`src/rtl/core/sds_pkg.sv`:
```
`default_nettype none

package sds_pkg;

    localparam int MAX_REQUESTS = 32;
    localparam int CYL_WIDTH    = 16;
    localparam int STORE_DEPTH  = MAX_REQUESTS + 2;
    localparam int ADDR_W       = $clog2(STORE_DEPTH);
    localparam int CNT_W        = $clog2(STORE_DEPTH + 1);
    localparam int DC_W         = CYL_WIDTH + 1;
    localparam int KEY_W        = CYL_WIDTH + ADDR_W;
    localparam int TOTAL_W      = 22;
    localparam int TOTAL_MAX    = (1 << TOTAL_W) - 1;
    localparam int PADDR_W      = 4;
    localparam int PDATA_W      = 32;
    localparam int REG_IDX_W    = 2;

    localparam logic [REG_IDX_W-1:0] REG_DISK_CYLINDERS  = 2'd0;
    localparam logic [REG_IDX_W-1:0] REG_START_HEAD      = 2'd1;
    localparam logic [REG_IDX_W-1:0] REG_SWEEP_DIRECTION = 2'd2;

    localparam logic [DC_W-1:0]      DISK_CYL_RESET = DC_W'(200);
    localparam logic [CYL_WIDTH-1:0] CYL_MAX        = {CYL_WIDTH{1'b1}};

    typedef enum logic [2:0] {
        ST_LOAD,
        ST_TOP,
        ST_ZERO,
        ST_SCAN,
        ST_EMIT
    } sds_state_t;

endpackage

`default_nettype wire

```
`src/rtl/core/sds_ram.sv`:
```
`default_nettype none

module sds_ram #(
    parameter int WIDTH = 16,
    parameter int DEPTH = 34
) (
    input  wire logic                     aclk,
    input  wire logic                     we,
    input  wire logic [$clog2(DEPTH)-1:0] waddr,
    input  wire logic [WIDTH-1:0]         wdata,
    input  wire logic [$clog2(DEPTH)-1:0] raddr,
    output logic      [WIDTH-1:0]         rdata
);

    logic [WIDTH-1:0] mem [DEPTH];

    always_ff @(posedge aclk) begin
        if (we) begin
            mem[waddr] <= wdata;
        end
        rdata <= mem[raddr];
    end

endmodule

`default_nettype wire

```
`src/rtl/core/scan_disk_scheduler_unit.sv`:
```
`default_nettype none

// SCAN (elevator) disk scheduler. Requests are taken one per cycle on the s_ channel and
// kept in a 34-entry request memory (up to 32 requests; further ones are dropped). The
// request carrying s_batch_end closes the batch: the block writes the two endpoints
// (disk_cylinders-1 and cylinder 0) into the memory and then emits the stops on the m_
// channel in sweep order, with per-stop seek distance, running total and a final flag.
// No request is taken while a sweep runs. Each stop is found by a full pass over the
// memory through its single read port; when one side of the head is exhausted, a
// further pass runs in the opposite direction.
// Registers: 0x0 disk_cylinders, 0x4 start_head, 0x8 sweep_direction.
module scan_disk_scheduler_unit (
    input  wire logic                            aclk,
    input  wire logic                            aresetn,
    // configuration
    input  wire logic                            psel,
    input  wire logic                            penable,
    input  wire logic                            pwrite,
    input  wire logic [sds_pkg::PADDR_W-1:0]     paddr,
    input  wire logic [sds_pkg::PDATA_W-1:0]     pwdata,
    output logic      [sds_pkg::PDATA_W-1:0]     prdata,
    output logic                                 pready,
    // requests
    input  wire logic                            s_valid,
    output logic                                 s_ready,
    input  wire logic [sds_pkg::CYL_WIDTH-1:0]   s_cylinder,
    input  wire logic                            s_batch_end,
    // stops
    output logic                                 m_valid,
    input  wire logic                            m_ready,
    output logic      [sds_pkg::CYL_WIDTH-1:0]   m_served_cylinder,
    output logic      [sds_pkg::CYL_WIDTH-1:0]   m_seek_distance,
    output logic      [sds_pkg::TOTAL_W-1:0]     m_total_movement,
    output logic                                 m_final_stop
);

    import sds_pkg::*;

    sds_state_t state_reg, state_next;

    logic [DC_W-1:0]      disk_cyl_reg;
    logic [CYL_WIDTH-1:0] start_head_reg;
    logic                 sweep_dir_reg;

    logic [CNT_W-1:0]     count_reg, count_next;
    logic [CNT_W-1:0]     issue_reg, issue_next;
    logic                 rd_valid_reg, rd_valid_next;
    logic [ADDR_W-1:0]    rd_idx_reg, rd_idx_next;
    logic                 phase_reg, phase_next;
    logic                 bound_valid_reg, bound_valid_next;
    logic [KEY_W-1:0]     bound_key_reg, bound_key_next;
    logic                 best_valid_reg, best_valid_next;
    logic [KEY_W-1:0]     best_key_reg, best_key_next;
    logic [CNT_W-1:0]     stops_reg, stops_next;
    logic [CYL_WIDTH-1:0] head_reg, head_next;
    logic [TOTAL_W-1:0]   sum_reg, sum_next;

    logic                 m_valid_reg, m_valid_next;
    logic [CYL_WIDTH-1:0] out_cyl_reg, out_cyl_next;
    logic [CYL_WIDTH-1:0] out_dist_reg, out_dist_next;
    logic [TOTAL_W-1:0]   out_total_reg, out_total_next;
    logic                 out_final_reg, out_final_next;

    // fsm outputs
    logic                 in_fire;
    logic                 store_ok;
    logic                 issuing;
    logic                 scan_done;
    logic                 emit_fire;
    logic                 last_stop;

    // memory port
    logic                 ram_we;
    logic [ADDR_W-1:0]    ram_waddr;
    logic [CYL_WIDTH-1:0] ram_wdata;
    logic [CYL_WIDTH-1:0] ram_rdata;

    // datapath
    logic [CNT_W-1:0]     count_p1;
    logic [DC_W-1:0]      top_wide;
    logic [CYL_WIDTH-1:0] top_cyl;
    logic                 ascending;
    logic [KEY_W-1:0]     rd_key;
    logic                 is_request;
    logic                 in_upper;
    logic                 in_lower;
    logic                 cand_ok;
    logic [CYL_WIDTH-1:0] best_cyl;
    logic [CYL_WIDTH-1:0] seek_dist;
    logic [TOTAL_W:0]     sum_wide;
    logic [TOTAL_W-1:0]   sum_sat;
    logic                 cfg_wr;

    sds_ram #(
        .WIDTH (CYL_WIDTH),
        .DEPTH (STORE_DEPTH)
    ) u_store (
        .aclk  (aclk),
        .we    (ram_we),
        .waddr (ram_waddr),
        .wdata (ram_wdata),
        .raddr (issue_reg[ADDR_W-1:0]),
        .rdata (ram_rdata)
    );

    // ---------------- configuration ----------------
    assign pready = 1'b1;
    assign cfg_wr = psel && penable && pwrite && pready;

    always_ff @(posedge aclk) begin
        if (!aresetn) begin
            disk_cyl_reg   <= DISK_CYL_RESET;
            start_head_reg <= '0;
            sweep_dir_reg  <= 1'b1;
        end else if (cfg_wr) begin
            case (paddr[REG_IDX_W+1:2])
                REG_DISK_CYLINDERS:  disk_cyl_reg   <= pwdata[DC_W-1:0];
                REG_START_HEAD:      start_head_reg <= pwdata[CYL_WIDTH-1:0];
                REG_SWEEP_DIRECTION: sweep_dir_reg  <= pwdata[0];
                default: ;
            endcase
        end
    end

    always_comb begin
        case (paddr[REG_IDX_W+1:2])
            REG_DISK_CYLINDERS:  prdata = PDATA_W'(disk_cyl_reg);
            REG_START_HEAD:      prdata = PDATA_W'(start_head_reg);
            REG_SWEEP_DIRECTION: prdata = PDATA_W'(sweep_dir_reg);
            default:             prdata = '0;
        endcase
    end

    // ---------------- common terms ----------------
    assign count_p1 = count_reg + CNT_W'(1);

    // top endpoint, saturated to the cylinder range
    assign top_wide = disk_cyl_reg - DC_W'(1);
    always_comb begin
        if (disk_cyl_reg == '0) begin
            top_cyl = '0;
        end else if (top_wide > DC_W'(CYL_MAX)) begin
            top_cyl = CYL_MAX;
        end else begin
            top_cyl = top_wide[CYL_WIDTH-1:0];
        end
    end

    // phase 0 follows the configured direction, phase 1 the opposite one
    assign ascending = phase_reg ^ sweep_dir_reg;

    // ties between equal cylinders are broken by memory index
    assign rd_key     = {ram_rdata, rd_idx_reg};
    assign is_request = CNT_W'(rd_idx_reg) < count_reg;
    assign in_upper   = is_request ? (ram_rdata >= start_head_reg)
                                   : (CNT_W'(rd_idx_reg) == count_reg);
    assign in_lower   = is_request ? (ram_rdata < start_head_reg)
                                   : (CNT_W'(rd_idx_reg) == count_p1);

    always_comb begin
        if (ascending) begin
            cand_ok = in_upper
                   && (!bound_valid_reg || rd_key > bound_key_reg)
                   && (!best_valid_reg  || rd_key < best_key_reg);
        end else begin
            cand_ok = in_lower
                   && (!bound_valid_reg || rd_key < bound_key_reg)
                   && (!best_valid_reg  || rd_key > best_key_reg);
        end
    end

    assign best_cyl  = best_key_reg[KEY_W-1:ADDR_W];
    assign seek_dist = (best_cyl > head_reg) ? (best_cyl - head_reg) : (head_reg - best_cyl);
    assign sum_wide  = {1'b0, sum_reg} + (TOTAL_W+1)'(seek_dist);
    assign sum_sat   = (sum_wide > (TOTAL_W+1)'(TOTAL_MAX)) ? TOTAL_W'(TOTAL_MAX)
                                                             : sum_wide[TOTAL_W-1:0];

    // ---------------- fsm outputs ----------------
    always_comb begin
        s_ready   = (state_reg == ST_LOAD);
        in_fire   = s_valid && s_ready;
        store_ok  = count_reg < CNT_W'(MAX_REQUESTS);
        issuing   = (state_reg == ST_SCAN) && (issue_reg <= count_p1);
        scan_done = (state_reg == ST_SCAN) && rd_valid_reg
                 && (CNT_W'(rd_idx_reg) == count_p1);
        emit_fire = (state_reg == ST_EMIT) && (!m_valid_reg || m_ready);
        last_stop = (stops_reg == count_p1);
        ram_we    = 1'b0;
        ram_waddr = count_reg[ADDR_W-1:0];
        ram_wdata = s_cylinder;
        case (state_reg)
            ST_LOAD: begin
                ram_we = in_fire && store_ok;
            end
            ST_TOP: begin
                ram_we    = 1'b1;
                ram_wdata = top_cyl;
            end
            ST_ZERO: begin
                ram_we    = 1'b1;
                ram_waddr = count_p1[ADDR_W-1:0];
                ram_wdata = '0;
            end
            default: ;
        endcase
    end

    // ---------------- next state ----------------
    always_comb begin
        state_next = state_reg;
        case (state_reg)
            ST_LOAD: begin
                if (in_fire && s_batch_end) begin
                    state_next = ST_TOP;
                end
            end
            ST_TOP:  state_next = ST_ZERO;
            ST_ZERO: state_next = ST_SCAN;
            ST_SCAN: begin
                if (scan_done && (best_valid_reg || cand_ok)) begin
                    state_next = ST_EMIT;
                end
            end
            ST_EMIT: begin
                if (emit_fire) begin
                    state_next = last_stop ? ST_LOAD : ST_SCAN;
                end
            end
            default: state_next = ST_LOAD;
        endcase
    end

    // ---------------- datapath next values ----------------
    always_comb begin
        count_next       = count_reg;
        issue_next       = issue_reg;
        rd_valid_next    = issuing;
        rd_idx_next      = issue_reg[ADDR_W-1:0];
        phase_next       = phase_reg;
        bound_valid_next = bound_valid_reg;
        bound_key_next   = bound_key_reg;
        best_valid_next  = best_valid_reg;
        best_key_next    = best_key_reg;
        stops_next       = stops_reg;
        head_next        = head_reg;
        sum_next         = sum_reg;
        m_valid_next     = m_ready ? 1'b0 : m_valid_reg;
        out_cyl_next     = out_cyl_reg;
        out_dist_next    = out_dist_reg;
        out_total_next   = out_total_reg;
        out_final_next   = out_final_reg;

        if (in_fire && store_ok) begin
            count_next = count_p1;
        end

        if (state_reg == ST_ZERO) begin
            issue_next       = '0;
            phase_next       = 1'b0;
            bound_valid_next = 1'b0;
            best_valid_next  = 1'b0;
            stops_next       = '0;
            head_next        = start_head_reg;
            sum_next         = '0;
        end

        if (issuing) begin
            issue_next = issue_reg + CNT_W'(1);
        end

        if (state_reg == ST_SCAN && rd_valid_reg && cand_ok) begin
            best_valid_next = 1'b1;
            best_key_next   = rd_key;
        end

        // set exhausted: move on to the other side of the head
        if (scan_done && !(best_valid_reg || cand_ok)) begin
            phase_next       = 1'b1;
            bound_valid_next = 1'b0;
            issue_next       = '0;
        end

        if (emit_fire) begin
            m_valid_next     = 1'b1;
            out_cyl_next     = best_cyl;
            out_dist_next    = seek_dist;
            out_total_next   = sum_sat;
            out_final_next   = last_stop;
            head_next        = best_cyl;
            sum_next         = sum_sat;
            stops_next       = stops_reg + CNT_W'(1);
            bound_valid_next = 1'b1;
            bound_key_next   = best_key_reg;
            best_valid_next  = 1'b0;
            issue_next       = '0;
            if (last_stop) begin
                count_next = '0;
            end
        end
    end

    // ---------------- registers ----------------
    always_ff @(posedge aclk) begin
        if (!aresetn) begin
            state_reg       <= ST_LOAD;
            count_reg       <= '0;
            issue_reg       <= '0;
            rd_valid_reg    <= 1'b0;
            phase_reg       <= 1'b0;
            bound_valid_reg <= 1'b0;
            best_valid_reg  <= 1'b0;
            stops_reg       <= '0;
            head_reg        <= '0;
            sum_reg         <= '0;
            m_valid_reg     <= 1'b0;
        end else begin
            state_reg       <= state_next;
            count_reg       <= count_next;
            issue_reg       <= issue_next;
            rd_valid_reg    <= rd_valid_next;
            phase_reg       <= phase_next;
            bound_valid_reg <= bound_valid_next;
            best_valid_reg  <= best_valid_next;
            stops_reg       <= stops_next;
            head_reg        <= head_next;
            sum_reg         <= sum_next;
            m_valid_reg     <= m_valid_next;
        end
    end

    always_ff @(posedge aclk) begin
        rd_idx_reg    <= rd_idx_next;
        bound_key_reg <= bound_key_next;
        best_key_reg  <= best_key_next;
        out_cyl_reg   <= out_cyl_next;
        out_dist_reg  <= out_dist_next;
        out_total_reg <= out_total_next;
        out_final_reg <= out_final_next;
    end

    assign m_valid           = m_valid_reg;
    assign m_served_cylinder = out_cyl_reg;
    assign m_seek_distance   = out_dist_reg;
    assign m_total_movement  = out_total_reg;
    assign m_final_stop      = out_final_reg;

`ifndef SYNTH
    a_count_bound: assert property (@(posedge aclk) disable iff (!aresetn)
        count_reg <= CNT_W'(MAX_REQUESTS))
        else $error("request count beyond store capacity");

    a_emit_has_best: assert property (@(posedge aclk) disable iff (!aresetn)
        state_reg == ST_EMIT |-> best_valid_reg)
        else $error("emit without a selected stop");

    a_last_clears: assert property (@(posedge aclk) disable iff (!aresetn)
        emit_fire && last_stop |=> count_reg == '0 && state_reg == ST_LOAD && m_final_stop)
        else $error("final stop did not close the batch");

    a_total_grows: assert property (@(posedge aclk) disable iff (!aresetn)
        emit_fire |-> sum_sat >= sum_reg)
        else $error("running total decreased");

    a_issue_bound: assert property (@(posedge aclk) disable iff (!aresetn)
        state_reg == ST_SCAN |-> issue_reg <= count_reg + CNT_W'(2))
        else $error("scan address ran past the stored entries");
`endif

endmodule

`default_nettype wire
```
`config.mk`:
```
export PLATFORM = sky130hd
export DESIGN_NAME = scan_disk_scheduler_unit
export DESIGN_NICKNAME = d
export VERILOG_FILES = /design/src/rtl/core/sds_pkg.sv /design/src/rtl/core/sds_ram.sv /design/src/rtl/core/scan_disk_scheduler_unit.sv
export SDC_FILE = /design/constraint.sdc
export NUM_CORES = 1
export LEC_CHECK = 0
export ABC_CLOCK_PERIOD_IN_PS = 9800
export CAP_MARGIN = 20
export CORE_MARGIN = 2
export CORE_UTILIZATION = 35
export DETAILED_ROUTE_END_ITERATION = 16
export DONT_BUFFER_PORTS = 1
export HOLD_SLACK_MARGIN = 0.06
export PLACE_DENSITY = 0.55
export SETUP_SLACK_MARGIN = 0.2
export SYNTH_ARGS = -nofsm -noshare
export SYNTH_HDL_FRONTEND = slang
export SYNTH_SLANG_ARGS = --single-unit
```
`constraint.sdc`:
```
create_clock -name aclk -period 9.8 [get_ports aclk]
set_input_delay 1.47 -clock aclk [delete_from_list [all_inputs] [get_ports aclk]]
set_output_delay 1.47 -clock aclk [all_outputs]
set_load 0.1 [all_outputs]
```
# After elaboration in Yosys (flattened, before gate mapping)
# Memories as Yosys holds them, arrays and structs flattened. A register that Yosys moved wholly into a read port is not among the register bits.
# Index checks and enable logic that the tools add are counted.
# W data, S select, Z words.
dict set report word_totals {
  regBits 203
  ramBits 544
  in_bits 60
  output_inout_bits 90
  elab_cells 132
  mem_count 1
}
dict set report classes {
  addsub 7
  magnitude_cmp 12
  eq_ne 12
  muxes 35
  n_bitwise 2
  reduce_logical 42
}
# memory depth word_bits read_ports rd_ports_with_merged_regs write_ports line
set memory_table {}
lappend memory_table {u_store.mem 34 16 1 1 1 sds_ram.sv:15} ;# logic [WIDTH-1:0] mem [DEPTH];
# op count
set ops {}
lappend ops {{$mux W16} 5}
lappend ops {{$mux W22} 3}
lappend ops {{$pmux W17 S3} 1}
lappend ops {{$gt A22 B22 Y1} 2}
lappend ops {{$lt A22 B22 Y1} 2}
lappend ops {{$mux W6} 7}
lappend ops {{$pmux W16 S2} 1}
lappend ops {{$sub A16 B16 Y16} 2}
lappend ops {{$add A22 B16 Y23} 1}
lappend ops {{$gt A23 B22 Y1 const B} 1}
lappend ops {{$add A6 B1 Y6 const B} 3}
lappend ops {{$eq A6 B6 Y1} 3}
lappend ops {{$gt A17 B16 Y1 const B} 1}
lappend ops {{$logic_not A17 Y1} 1}
lappend ops {{$sub A17 B1 Y17 const B} 1}
lappend ops {{$ge A16 B16 Y1} 1}
lappend ops {{$gt A16 B16 Y1} 1}
lappend ops {{$logic_and A1 B1 Y1} 16}
lappend ops {{$lt A16 B16 Y1} 1}
lappend ops {{$pmux W3 S5} 1}
lappend ops {{$mux W1} 12}
lappend ops {{$reduce_bool A2 Y1} 5}
lappend ops {{$mux W3} 3}
lappend ops {{$eq A3 B2 Y1 const B} 2}
lappend ops {{22 further kinds} 34}

# Depth between registers and ports, before layout
# Gate-level depths: netlist (run 1).
dict set report depth {
  word_depth 11
  mapped_depth 22
  depth_no_buf 21
}

# Hierarchy
# A second synthesis (run 1) with hierarchy kept.
dict set report unflattened {
  hier_cells 2524
  hier_area_um2 34129.0
}
# module instances cells_per_inst area_each_um2
set by_module_without_submodules {}
lappend by_module_without_submodules {sds_ram 1 1166 21800.9}
lappend by_module_without_submodules {scan_disk_scheduler_unit 1 1358 12328.1}

# Worst setup path before layout (run 1)
# Ideal clock, no wire load.
dict set report synth_path {
  path_kind {input port to output port}
  from {input port paddr[2] in the netlist's numbering}
  to {output port prdata[16] in the netlist's numbering}
  arrival_ps 4298
  t_required_ps 8330
  setup_slack_ps 4032
  cell_stages 3
  n_path_buf 2
  path_cell_list {buf_1 -> buf_1 -> nor3b_1}
}
dict set report synth_between {
  elab_chain_cells 2
}
# element line
set synth_lines {}
lappend synth_lines {{from (decl)} scan_disk_scheduler_unit.sv:19} ;# input wire logic [sds_pkg::PADDR_W-1:0] paddr,
lappend synth_lines {{$eq A2 B2 Y1, or another cell as far along} scan_disk_scheduler_unit.sv:126} ;# case (paddr[REG_IDX_W+1:2])
lappend synth_lines {{$pmux W17 S3 (*)} scan_disk_scheduler_unit.sv:126}
lappend synth_lines {{to (decl)} scan_disk_scheduler_unit.sv:21} ;# output logic [sds_pkg::PDATA_W-1:0] prdata,
# Every way passes the cells marked *; elsewhere a longest branch is shown, timed or not.

# Worst setup path after layout (run 1)
dict set report layout_path {
  from {register best_key_reg[17]}
  to {register sum_reg[19]}
}
dict set report layout_between {
  elab_chain_cells 6
}
# element line
set layout_lines {}
lappend layout_lines {{from (decl)} scan_disk_scheduler_unit.sv:53} ;# logic [KEY_W-1:0] best_key_reg, best_key_next;
lappend layout_lines {{from (signal assigned)} scan_disk_scheduler_unit.sv:334} ;# best_key_reg <= best_key_next;
lappend layout_lines {{$gt A16 B16 Y1 (*)} scan_disk_scheduler_unit.sv:173} ;# assign seek_dist = (best_cyl > head_reg) ? (best_cyl - head_reg) : (head_reg - best_cyl);
lappend layout_lines {{$mux W16 (*)} scan_disk_scheduler_unit.sv:173}
lappend layout_lines {{net seek_dist[5]} scan_disk_scheduler_unit.sv:89} ;# logic [CYL_WIDTH-1:0] seek_dist;
lappend layout_lines {{$add A22 B16 Y23 (*)} scan_disk_scheduler_unit.sv:174} ;# assign sum_wide = {1'b0, sum_reg} + (TOTAL_W+1)'(seek_dist);
lappend layout_lines {{$gt A23 B22 Y1} scan_disk_scheduler_unit.sv:175} ;# assign sum_sat = (sum_wide > (TOTAL_W+1)'(TOTAL_MAX)) ? TOTAL_W'(TOTAL_MAX)
lappend layout_lines {{$mux W22 (*)} scan_disk_scheduler_unit.sv:175}
lappend layout_lines {{net sum_sat[19]} scan_disk_scheduler_unit.sv:91} ;# logic [TOTAL_W-1:0] sum_sat;
lappend layout_lines {{$mux W22 (*)} scan_disk_scheduler_unit.sv:283} ;# if (emit_fire) begin
lappend layout_lines {{to (signal assigned)} scan_disk_scheduler_unit.sv:326} ;# sum_reg <= sum_next;
lappend layout_lines {{to (decl)} scan_disk_scheduler_unit.sv:56} ;# logic [TOTAL_W-1:0] sum_reg, sum_next;
# The timed path passes the listed nets; every way through them passes the cells marked *.
# A chain may end at the register's enable or synchronous reset.

==> results of run 1 <==
-- logic make-up (layout without fill, tap and decap cells) --
family,count (synthesis),in the layout,share of synthesized area
fa+ha+maj,130,130,0.0491
simple gates,502,502,0.0708
compound gates,396,396,0.0796
buf+inv,243,324,0.0315
flops,747,747,0.632
other cells,2,16,0.000223
xor+xnor,63,63,0.0168
mux,204,204,0.120
-- cells in the final DEF, fill, tap and decap left out, types with 28 or more instances in the layout --
master,n
edfxtp_1,627
nand2_1,168
mux4_2,160
ha_1,127
dfxtp_1,116
inv_1,109
a21oi_1,103
nor2_1,99
clkbuf_16,80
buf_4,61
nand3_1,60
a21boi_0,54
o21ai_0,48
xnor2_1,41
mux2i_1,41
a22o_1,33
a21o_1,28
a211oi_1,28
-- cells in the mapped netlist, types with 10 or more instances --
cell        n
clkbuf_1   76
o21a_1     14
o31ai_1    10
xor2_1     21
nand2_1   168
nand2b_1   19
mux2i_1    41
xnor2_1    41
a21oi_1   104
ha_1      127
o21ai_0    49
a22o_1     33
nor2b_1    26
buf_4      32
buf_1      15
nand3_1    60
a21o_1     28
inv_1     110
nor3_1     22
edfxtp_1  627
a22oi_1    18
nor2_1    118
or2_2      12
dfxtp_1   120
nand4_1    22
mux4_2    160
and2_1     14
a21boi_0   54
a211oi_1   28
-- layout make-up --
cell class	instances	area [sq um]
fill	8751	57200
sequential	747	21200
multi-input combinational	1311	11400
clock buffer	96	2080
tap	1265	1580
timing repair buffer	71	708
clock inverter	47	455
inverter	110	414
-- worst max-delay path by stage --
stage                                     to  slack, ps  cells after the start
floorplan                         prdata[16]       4030                      3
global placement    sum_reg[19]$_SDFFE_PN0P_       3830                     20
detailed placement  sum_reg[19]$_SDFFE_PN0P_       3750                     20
CTS                 sum_reg[19]$_SDFFE_PN0P_       3720                     20
global route        sum_reg[19]$_SDFFE_PN0P_       3200                     20
finish              sum_reg[19]$_SDFFE_PN0P_       3670                     20
-- power by group through the flow --
stage               combinational (W)  clock, W  sequential [W]
floorplan                    0.000426         0         0.00371
global placement             0.000618         0         0.00374
detailed placement           0.000650         0         0.00375
CTS                          0.000653   0.00299         0.00368
global route                 0.000737   0.00311         0.00368
finish                       0.000675   0.00291         0.00367
-- metrics by stage --
stage | utilization | power (W)
3_5_place_dp | 0.370 | 0.00440
2_1_floorplan | - | 0.00413
6_report | 0.399 | 0.00726
5_1_grt | 0.399 | 0.00753
4_1_cts | 0.396 | 0.00732
3_3_place_gp | 0.370 | 0.00436
-- metal layers --
metal  vias up  wire length [microns]  GRT usage
li1       8833                      -          -
met1      9915                  35700      0.227
met2       585                  41600      0.288
met3       132                   4270     0.0255
met4         0                   1990     0.0475
met5         -                      0          0
==> qor.csv, run 1 <==
metric;value;unit
Die Span Y;314;microns
number of synthesized flops with an enable pin;627;
first-pass GRT wire length;125;mm
ANT cells;0;
Clock Latency Late Sink;660;ps
WP data arrival;6660;ps
Hold Slack;410;ps
Top Family by Delay on Critical Path;compound AO/OA/AOI/OAI gates;
Mapped Area;33600;sq um
postcts setup bufs;0;
Critical Path Start;best_key_reg[17]$_DFFE_PP_;
gp weighted congestion;0.911;
total iterations of the first detailed-routing run;6;
Worst-Margin Slew;1120;ps
core area;95200;sq um
Main synth FF type;edfxtp_1;
Tmin final;6130;ps
# hold bufs at CTS;0;
worst hold path class;reg2reg;
post-placement cell count;3496;
status;complete, no violations;
post-synthesis average cell area;14.7;sq um
Slew Limit Fails;0;
fin cells;3647;
ys async rst share;0;
Yosys warning total;0;
Worst Hold Endpoint;rd_idx_reg[2]$_DFF_P_;
via/cell ratio;5.34;
Reg power frac;0.506;
Crit-path slowest cell;a211oi_1;
synth unique cells;79;
Seq/Total Area, Yosys;0.632;
Avg WL per Cell;22.9;microns
DIE WIDTH;314;microns
Int Pwr;0.00550;W
Max Cap Violations;0;
R2R depth;20;
endpoints failing setup;0;
CP Capture Type;flop;
hold path cells;0;
GR Overflow Total;0;
Post-DP Area;35200;sq um
clock root buffer;clkbuf_16;
WP buf/inv;3;
Rows;113;
Logic pwr share;0.093;
via count;19500;
Layout Skew;44.3;ps
die footprint;98500;sq um
initial antenna violation count;0;
all-layer global routing usage;0.170;
f_max;163;MHz
final WL;83.6;mm
reg-to-reg endpoint;sum_reg[19]$_SDFFE_PN0P_;
P per Cell Area;191;nW/um^2
nets;2509;
period utilization;0.626;
CP peak stage delay;550;ps
crit path kind;reg2reg;
drt drc;0;
Net Sw Power;0.00176;W
Clock Pin Slew Worst Setup and Hold Paths;60;ps
FF-to-FF setup slack;3670;ps
IO Pins;150;
share of the synthesized area in the top cell type;0.560;
Max FO, Critical Path;17;
Final Instance Area;37900;sq um
Max IR drop VDD;131;uV
final hold viol count;0;
Req. time, crit path;10330;ps
area grow syn2layout;12.8;%
largest net degree at the start of global routing;69;
leakage;12.6;nW
Worst setup SP type;flop;
Biggest register;u_store.mem;
layout cells sized above 1;0.169;
pre-CTS WS;3750;ps
PnR worst setup slack;3670;ps
clock sink count;747;
Max clock buf depth;3;
Buffers on Ports;0;
Final ANT Viol Nets;0;
Cell Chain, Critical Path;inv_1 > ha_1 > nand4_1 > nor2_1 > nand2_1 > o311a_1 > nor2_1 > buf_4 > mux2i_1 > xor2_1 > ha_1 > a21oi_1 > o22ai_1 > a211oi_1 > a211oi_1 > o31ai_1 > a21oi_1 > buf_4 > a2111o_1 > a22o_1;
initial DRC count;1744;
RSZ-0062 raised after global routing;false;
HP Start;issue_reg[2]$_SDFFE_PP0P_;
post-CTS resize count;0;
HPWL Detailed;53.4;mm
Slew HR;0.253;
Num CTS Buffers;78;
Area contributors post-synth;edfxtp_1 56%, mux4_2 11%, dfxtp_1 7.1%;
CTS tree;yes;
post-synth top area cell;edfxtp_1;
number of global-route vias before repair;19700;
Gate Count Post-Synth;2287;
worst r2r src;best_key_reg[17]$_DFFE_PP_;
H-tree Lvls;3;
Setup TNS;0;ps
effective utilization at floorplan;0.353;
switching portion of total power;0.242;
max FFs per register;544;
share of power burned in the clock network;0.401;
number of synthesized register bits;747;
Power figures use the tool's default switching activity.
==> run 2: changes to the inputs <==
--- a/config.mk
+++ b/config.mk
@@ -5,14 +5,14 @@
 export SDC_FILE = /design/constraint.sdc
 export NUM_CORES = 1
 export LEC_CHECK = 0
-export ABC_CLOCK_PERIOD_IN_PS = 9800
+export ABC_CLOCK_PERIOD_IN_PS = 4950
 export CAP_MARGIN = 20
 export CORE_MARGIN = 2
 export CORE_UTILIZATION = 35
 export DETAILED_ROUTE_END_ITERATION = 16
 export DONT_BUFFER_PORTS = 1
 export HOLD_SLACK_MARGIN = 0.06
-export PLACE_DENSITY = 0.55
+export PLACE_DENSITY = 0.57
 export SETUP_SLACK_MARGIN = 0.2
 export SYNTH_ARGS = -nofsm -noshare
 export SYNTH_HDL_FRONTEND = slang
==> constraint.sdc (replaced) <==
create_clock -name aclk -period 4.95 [get_ports aclk]
set_input_delay 0.7425 -clock aclk [delete_from_list [all_inputs] [get_ports aclk]]
set_output_delay 0.7425 -clock aclk [all_outputs]
set_load 0.1 [all_outputs]
==> run 2 against run 1 <==
Register-to-register slack lost 3600 ps. Die area is the same. Largest power group unchanged. Sequential power grew 98%. Critical path depth grew 2. Power grew 95%. Global-route usage grew 0.18 points. Sequential share of layout area shrank 2.6 points. Setup slack lost 3600 ps. Largest cell class unchanged. Wire length grew 3.1%.
==> qor.csv, run 2 (synthesis results as in run 1) <==
metric;value;unit
Setup TNS;0;ps
leakage;13.5;nW
Net Sw Power;0.00345;W
effective utilization at floorplan;0.353;
Clock Pin Slew Worst Setup and Hold Paths;60;ps
Int Pwr;0.0107;W
Slew HR;0.237;
period utilization;0.979;
via/cell ratio;5.28;
Avg WL per Cell;22.5;microns
CTS tree;yes;
CP most frequent cell;buf_6;
drt drc;0;
WP data arrival;5210;ps
area grow syn2layout;18.3;%
reg-to-reg endpoint;m_total_movement[16]$_DFFE_PP_;
Tmin final;4850;ps
Slew Limit Fails;0;
Max FO, Critical Path;6;
Multi-input gate area;12100;sq um
Max IR drop VDD;217;uV
Num CTS Buffers;78;
core area;95200;sq um
number of global-route vias before repair;20300;
Worst Hold Endpoint;disk_cyl_reg[6]$_SDFFE_PN1P_;
Clock Latency Late Sink;640;ps
Max Cap Violations;0;
worst hold path class;in2reg;
CP peak stage delay;400;ps
Hold Slack;239;ps
via count;20200;
GR Overflow Total;0;
Crit-path slowest cell;a221o_1;
HP Start;pwdata[6];
final WL;86.2;mm
total iterations of the first detailed-routing run;8;
all-layer global routing usage;0.172;
FF-to-FF setup slack;100;ps
most common cell after layout, fill and taps aside;edfxtp_1;
fill count;8595;
H-tree Lvls;3;
HPWL Detailed;55.5;mm
Pwr Total;0.0141;W
commonest non-fill, non-tap cells in the layout;627 x edfxtp_1, 218 x buf_4, 164 x nand2_1;
WP buf/inv;6;
pre-CTS WS;-203;ps
largest net degree at the start of global routing;69;
first-pass GRT wire length;127;mm
initial DRC count;1820;
max FFs per register;544;
Top Family by Delay on Critical Path;compound AO/OA/AOI/OAI gates;
Worst setup SP type;flop;
Worst-Margin Slew;1140;ps
Logic pwr share;0.094;
Layout Skew;43.7;ps
Cell Chain, Critical Path;inv_2 > ha_4 > fa_2 > nand2b_4 > a21oi_4 > nor4_4 > o311a_4 > nor2_4 > buf_12 > mux2i_4 > xnor2_2 > ha_1 > a221o_1 > a211oi_2 > buf_4 > a211oi_4 > o31ai_4 > buf_6 > buf_6 > nand2_4 > buf_6 > mux2_4;
initial antenna violation count;1;
die footprint;98500;sq um
nets;2686;
Max clock buf depth;3;
layout cells sized above 1;0.254;
Req. time, crit path;5310;ps
crit path kind;reg2reg;
Final Core Density;0.418;
Biggest register;u_store.mem;
RSZ-0062 raised after global routing;true;
P per Cell Area;355;nW/um^2
Buffers on Ports;0;
status;complete, no violations;
PnR worst setup slack;104;ps
Reg power frac;0.514;
Final ANT Viol Nets;0;
share of power burned in the clock network;0.392;
final hold viol count;0;
clock root buffer;clkbuf_16;
clock sink count;747;
switching portion of total power;0.244;
DIE WIDTH;314;microns
gp weighted congestion;0.912;
R2R depth;22;
IO Pins;150;
worst r2r src;best_key_reg[6]$_DFFE_PP_;
Rows;113;
CP Capture Type;flop;
f_max;206;MHz
endpoints failing setup;0;
hold path cells;2;
FF+latch area;21200;sq um
Die Span Y;314;microns
## run 2: changes by cell type in the layout (fill, tap and decap cells not counted), moves of 7 or more
cell      before  now
a21oi_2        1   10
ha_4           0    7
a21oi_1      103   90
buf_4         61  218
nand2b_1      19   12
clkbuf_1      13   23
a21oi_4        0    7
nand2b_4       0    7
o21ai_0       48   38
o21ai_2        1    8
buf_6          0   16
ha_1         127  117
## run 2: worst max path at each step
| stage | startpoint | endpoint | slack (ps) | cells past startpoint |
|---|---|---|---|---|
| 2_1_floorplan | best_key_reg[6]$_DFFE_PP_ | sum_reg[1]$_SDFFE_PN0P_ | 210 | 22 |
| 3_5_place_dp | best_key_reg[6]$_DFFE_PP_ | sum_reg[17]$_SDFFE_PN0P_ | -200 | 23 |
| 5_1_grt | best_key_reg[6]$_DFFE_PP_ | sum_reg[19]$_SDFFE_PN0P_ | 5 | 21 |
| 3_3_place_gp | best_key_reg[6]$_DFFE_PP_ | sum_reg[21]$_SDFFE_PN0P_ | -110 | 23 |
| 4_1_cts | best_key_reg[6]$_DFFE_PP_ | sum_reg[12]$_SDFFE_PN0P_ | 60 | 29 |
| 6_report | best_key_reg[6]$_DFFE_PP_ | m_total_movement[16]$_DFFE_PP_ | 100 | 22 |
## run 2: layout make-up
| type | count | area share |
|---|---|---|
| multi-input cells | 1314 | 0.303 |
| diodes | 1 | 0.0000629 |
| flip-flops and latches | 747 | 0.534 |
| inverters | 110 | 0.0104 |
| clock inverters | 37 | 0.00698 |
| well taps | 1265 | 0.0398 |
| clock buffers | 105 | 0.0532 |
| repair buffers | 245 | 0.0523 |
## run 2: timing repair
action,CTS,global route
pin swaps,18,35
resized for setup,43,81
endpoints found under the setup margin,44,44
endpoints found under the hold margin,0,0
setup buffers,25,29
hold buffers,0,0
gates cloned,0,3
## run 2: layer usage
layer  track usage  routed length, microns  vias up
met4        0.0584                    2770        0
met3        0.0261                    4360      156
li1              -                       -     9184
met1         0.220                   35900    10200
met2         0.297                   43200      624
met5             0                       0        -
## run 2: per-stage QoR
stage               instance area, sq um  std cells
floorplan                          33700       2301
global placement                   36200       3616
detailed placement                 36200       3616
CTS                                38900       3783
global route                       39800       3823
finish                             39800       3824
## run 2: power groups by stage
stage               clock network, W  registers, W  logic (W)
global placement                   0       0.00740    0.00122
global route                 0.00589       0.00728    0.00145
finish                       0.00553       0.00727    0.00133
detailed placement                 0       0.00741    0.00128
floorplan                          0       0.00734   0.000843
CTS                          0.00567       0.00728    0.00128
